### config.mk
export PLATFORM = sky130hd
export DESIGN_NAME = lvfa_ctrl
export DESIGN_NICKNAME = d
export VERILOG_FILES = /design/src/rtl/lvfa_pkg.sv /design/src/rtl/lvfa_ctrl.sv
export SDC_FILE = /design/constraint.sdc
export NUM_CORES = 1
export LEC_CHECK = 0
export ABC_AREA = 1
export BUFFER_PORTS_ARGS = -buffer_cell sky130_fd_sc_hd__buf_2
export CAP_MARGIN = 20
export CELL_PAD_IN_SITES_DETAIL_PLACEMENT = 1
export CELL_PAD_IN_SITES_GLOBAL_PLACEMENT = 2
export CORE_MARGIN = 2
export CORE_UTILIZATION = 25
export CTS_BUF_LIST = sky130_fd_sc_hd__clkbuf_2 sky130_fd_sc_hd__clkbuf_4 sky130_fd_sc_hd__clkbuf_8
export DETAILED_ROUTE_END_ITERATION = 7
export GPL_TIMING_DRIVEN = 0
export PLACE_DENSITY_LB_ADDON = 0.2
export SYNTH_ARGS = -nofsm -noshare
export SYNTH_HDL_FRONTEND = slang
export SYNTH_SLANG_ARGS = --single-unit
### constraint.sdc
create_clock -name clk -period 1.5 [get_ports clk]
set_input_delay 0.3 -clock clk [delete_from_list [all_inputs] [get_ports clk]]
set_output_delay 0.3 -clock clk [all_outputs]
set_load 0.02 [all_outputs]
### src/rtl/lvfa_pkg.sv
// ----------------------------------------------------------------------------
// lvfa_pkg: shared types and constants
// Types and constants used by the line fixture admittance block.
// ----------------------------------------------------------------------------
package lvfa_pkg;

    localparam int unsigned CfgIdxW = 3;

    typedef enum logic [CfgIdxW-1:0] {
        REG_START_X   = 3'd0,
        REG_START_Y   = 3'd1,
        REG_START_Z   = 3'd2,
        REG_DIR_X     = 3'd3,
        REG_DIR_Y     = 3'd4,
        REG_DIR_Z     = 3'd5,
        REG_STIFFNESS = 3'd6,
        REG_DAMPING   = 3'd7
    } cfg_idx_t;

    localparam logic OP_SPRING = 1'b0;
    localparam logic OP_FORCE  = 1'b1;

    localparam logic [16:0] PHASE_ONE = 17'd65536;

    typedef enum logic [3:0] {
        ST_IDLE,
        ST_FORCE,
        ST_TORQUE,
        ST_LENSQ,
        ST_DIVISOR,
        ST_DIVIDE,
        ST_RATE,
        ST_PHASE,
        ST_POINT,
        ST_OUT
    } state_t;

    typedef struct packed {
        logic load;
        logic force_step;
        logic torque_step;
        logic lensq_step;
        logic divisor_step;
        logic div_start;
        logic rate_step;
        logic phase_step;
        logic point_step;
        logic [1:0] axis;
    } cmd_t;

    typedef struct packed {
        logic div_done;
    } stat_t;

    function automatic logic signed [31:0] sat32(input logic signed [65:0] v);
        if (v > 66'sd2147483647) return 32'sh7fffffff;
        if (v < -66'sd2147483648) return 32'sh80000000;
        return v[31:0];
    endfunction

endpackage

### src/rtl/lvfa_ctrl.sv
// ----------------------------------------------------------------------------
// lvfa_ctrl: step sequencer
// Walks the datapath through force, torque, divide, integrate and output.
// ----------------------------------------------------------------------------
module lvfa_ctrl
    import lvfa_pkg::*;
(
    input  logic  clk,
    input  logic  rst_n,
    input  logic  in_fire,
    input  logic  out_fire,
    input  stat_t stat,
    output logic  busy,
    output logic  out_valid,
    output cmd_t  cmd
);

    state_t state_reg, state_next;
    logic [1:0] axis_reg, axis_next;

    always_ff @(posedge clk or negedge rst_n)
    begin
        if (!rst_n)
        begin
            state_reg <= ST_IDLE;
            axis_reg  <= 2'd0;
        end
        else
        begin
            state_reg <= state_next;
            axis_reg  <= axis_next;
        end
    end

    always_comb
    begin
        state_next = state_reg;
        axis_next  = axis_reg;
        cmd        = '0;
        cmd.axis   = axis_reg;
        busy       = 1'b1;
        out_valid  = 1'b0;
        case (state_reg)
            ST_IDLE:
            begin
                busy = 1'b0;
                if (in_fire)
                begin
                    cmd.load   = 1'b1;
                    axis_next  = 2'd0;
                    state_next = ST_FORCE;
                end
            end
            ST_FORCE:
            begin
                cmd.force_step = 1'b1;
                state_next = ST_TORQUE;
            end
            ST_TORQUE:
            begin
                cmd.torque_step = 1'b1;
                cmd.lensq_step  = 1'b1;
                if (axis_reg == 2'd2)
                begin
                    axis_next  = 2'd0;
                    state_next = ST_LENSQ;
                end
                else
                begin
                    axis_next  = axis_reg + 2'd1;
                    state_next = ST_FORCE;
                end
            end
            ST_LENSQ:
            begin
                state_next = ST_DIVISOR;
            end
            ST_DIVISOR:
            begin
                cmd.divisor_step = 1'b1;
                state_next = ST_DIVIDE;
            end
            ST_DIVIDE:
            begin
                cmd.div_start = 1'b1;
                state_next = ST_RATE;
            end
            ST_RATE:
            begin
                if (stat.div_done)
                begin
                    cmd.rate_step = 1'b1;
                    state_next = ST_PHASE;
                end
            end
            ST_PHASE:
            begin
                cmd.phase_step = 1'b1;
                axis_next  = 2'd0;
                state_next = ST_POINT;
            end
            ST_POINT:
            begin
                cmd.point_step = 1'b1;
                if (axis_reg == 2'd2)
                begin
                    state_next = ST_OUT;
                end
                else
                begin
                    axis_next = axis_reg + 2'd1;
                end
            end
            ST_OUT:
            begin
                out_valid = 1'b1;
                if (out_fire)
                begin
                    state_next = ST_IDLE;
                end
            end
            default:
            begin
                state_next = ST_IDLE;
            end
        endcase
    end

endmodule

==> flow_metrics.py <==
metrics = {
    "outcome": {
        "outcome": "complete, but fails checks",
        "violations": "negative setup slack",
    },
    "floorplan": {
        "die_x_um": 49.3,
        "ioPinCount": 18,
        "dieArea_sq_um": 2430,
        "fp.dieH_um": 49.3,
        "coreArea_sq_um": 1940,
        "rows": 16,
        "start_util": 0.264,
    },
    "clocking": {
        "htree_levels": 1,
        "cts.path.max_buffers": 2,
        "insertion_delay_ns": 0.25,
        "cts-buffers-inserted": 3,
        "clk_pin_slew_ns": 0.05,
        "cts_tree": "built",
        "clock_sinks": 6,
        "root_buffer": "clkbuf_4",
    },
    "global_routing": {
        "antenna_found_initial": 0,
        "grt_usage": 0.168,
        "grt_start_max_net_pins": 7,
        "gr-total-overflow": 0,
        "first_global_vias": 692,
        "grt_pass1_wl_um": 3100,
    },
    "synth": {
        "ys.flop_type": "dfrtp_1",
        "synthCells": 82,
        "synth_edf_count": 0,
        "synth_commonest_cells": "28 x nand2_1, 14 x inv_1, 7 x nor2_1, 6 x dfrtp_1, 6 x nand3_1",
        "synth_top_area_cell": "dfrtp_1",
        "syn_nets": 90,
        "synth_area_leaders": "dfrtp_1 29%, nand2_1 20%, inv_1 10%",
        "yosys_register_bits": 6,
        "avgSynthCellArea_sq_um": 6.26,
        "yosysWarnings": 0,
        "synth.cell_area_sq_um": 513,
        "yosysMostFrequentCell": "nand2_1",
        "ys_async_sr_fraction": 1.00,
        "synth-seq-area-share": 0.293,
        "synth.top_cell.area_share": 0.293,
        "synth_cell_type_count": 17,
    },
    "hold_path": {
        "hp-class": "in -> reg",
        "hold_start": "out_fire",
        "worstHoldEndpoint": "state_reg[0]$_DFFE_PN0P_",
        "hold_path_depth": 3,
    },
    "place": {
        "routabilityCongestion": 0.764,
        "dpl_cell_area_sq_um": 632,
        "dpl.hpwl_um": 1180,
        "place_ws_ns": -0.0400,
        "portBuffers": 17,
    },
    "detailed_routing": {
        "drtIter0Drc": 3,
        "wl_met2_um": 1120,
        "topRoutingLayerUsed": "met4",
        "met3RoutedLength_um": 63,
        "vias_per_cell": 4.41,
        "routedWlPerCell_um": 12.9,
        "wl_um": 1980,
        "ant_nets": 0,
        "first_pass_iters": 2,
        "wl_met1_um": 783,
        "via_count": 679,
        "drc": 0,
    },
    "timing": {
        "setup_viol": 10,
        "min_period_ns": 1.60,
        "slew-limit-headroom": 0.853,
        "tightest_slew_ns": 0.218,
        "worst_slack_ns": -0.0984,
        "slew_viol_final": 0,
        "max_freq_mhz": 626,
        "hold_violations": 0,
        "grt_setup_unrepaired": "true",
        "finalCritPeriodShare": 1.07,
        "fin_worst_skew_ns": 0.00163,
    },
    "layout": {
        "nets": 137,
        "fin_area_sq_um": 1030,
        "layout-drive-gt1-share": 0.606,
        "largest_reg_flops": 4,
        "area_growth_pct": 101,
        "post-route-util": 0.531,
        "antenna_cells": 0,
        "nFillCells": 251,
    },
    "worst_setup_path": {
        "crit_arrival_ns": 1.30,
        "crit_chain": "buf_6 > nor2_4 > nand2_2 > nor2_1 > buf_4",
        "cp_top_family": "flip-flops",
        "r2r_cells": 10,
        "path_class": "reg -> out",
        "ff2ff_setup_slack_ns": 0,
        "crit_slowest_cell": "dfrtp_2",
        "path_buf_inv": 2,
        "rr_endpoint": "state_reg[0]$_DFFE_PN0P_",
        "end_kind": "output pin",
        "cp-start-kind": "flip-flop",
        "worstReg2RegStart": "state_reg[1]$_DFFE_PN0P_",
        "crit_required_ns": 1.20,
        "crit_path_max_fanout": 5,
        "cpPeakStageDelay_ns": 0.42,
    },
    "power": {
        "max-vdd-ir-drop_mv": 1.38,
        "pwr_density_cell_nw_per_um2": 2170,
        "p_leak_uw": 0.000583,
    },
    "job": {
        "drv_cap": 0,
    },
}
-- cells in the final DEF (no fill, tap or decap), types with 3 or more instances in the layout --
master    Yosys  final
dfrtp_2       0      4
buf_6         0     13
nand3_1       6      6
nor2_1        7      3
ha_1          3      3
nand2_1      28     24
clkbuf_4      0      3
buf_4         1     22
inv_1        14      6
inv_2         2      8
nand2_2       2      4
nor2_4        0      7
buf_2         0      6
-- routing by layer --
metal / GRT usage / vias to the layer above
met5: 0 / -
met4: 0.0429 / 0
met3: 0.0491 / 2
met2: 0.320 / 14
met1: 0.178 / 323
li1: - / 340
-- where the power goes --
| part | total, uW | leakage (uW) | internal, uW | switching, uW |
|---|---|---|---|---|
| Sequential | 344 | 0.0000735 | 237 | 107 |
| Combinational | 1730 | 0.000496 | 833 | 901 |
| Clock | 157 | 0.0000138 | 91.0 | 65.6 |
| Total | 2240 | 0.000583 | 1160 | 1070 |
-- final cells by class --
cell class,instances,area [sq um],share of cell area
inverter,17,70.1,0.0680
multi-input combinational,58,378,0.367
sequential,6,155,0.150
clock buffer,3,22.5,0.0218
timing repair buffer,42,360,0.350
tap,27,33.8,0.0328
buffer,1,11.3,0.0109
-- metrics by stage --
step	instances	hold WS [ns]	setup TNS, ns	total power [uW]
2_1_floorplan	82	0.00441	0	930
3_3_place_gp	126	0.126	-0.0607	1180
3_5_place_dp	126	0.129	-0.0400	1190
4_1_cts	144	0.341	-0.504	1860
5_1_grt	154	0.382	-1.71	2420
6_report	154	0.366	-0.537	2240
-- cells by family (layout without fill, tap and decap cells) --
family / after synthesis / after routing / synth area share
simple gates: 51 / 51 / 0.441
buf+inv: 18 / 63 / 0.141
flops: 6 / 6 / 0.293
compound gates: 4 / 4 / 0.0512
fa+ha+maj: 3 / 3 / 0.0732
-- worst reg2reg max path: stages, from the launching register on --
cell,delay (ns)
dfrtp_2,0.42
buf_4,0.15
nor2_4,0.10
buf_4,0.12
buf_4,0.09
buf_4,0.10
nand3b_1,0.10
nand2_1,0.10
nor2_1,0.06
nand2_1,0.06
nand2_1,0.06
-- worst max-delay path by stage --
stage	startpoint	to	slack, ns	cells after the start
after floorplan	state_reg[3]$_DFFE_PN0P_	cmd[10]	0.01	3
after global placement	state_reg[3]$_DFFE_PN0P_	cmd[8]	-0.06	5
after detailed placement	state_reg[3]$_DFFE_PN0P_	cmd[8]	-0.04	5
after CTS	state_reg[1]$_DFFE_PN0P_	cmd[10]	-0.11	5
after global routing	state_reg[1]$_DFFE_PN0P_	cmd[10]	-0.18	5
final	state_reg[1]$_DFFE_PN0P_	cmd[10]	-0.1	5
-- timing repair --
item | in CTS | in global routing
pin swaps | 8 | 6
buffers inserted | 14 | 10
resized for setup | 39 | 20
endpoints found under the hold margin | 6 | 0
setup endpoints to repair | 11 | 15
hold buffers | 1 | 0
No activity file was read; power rests on OpenSTA's default activity.
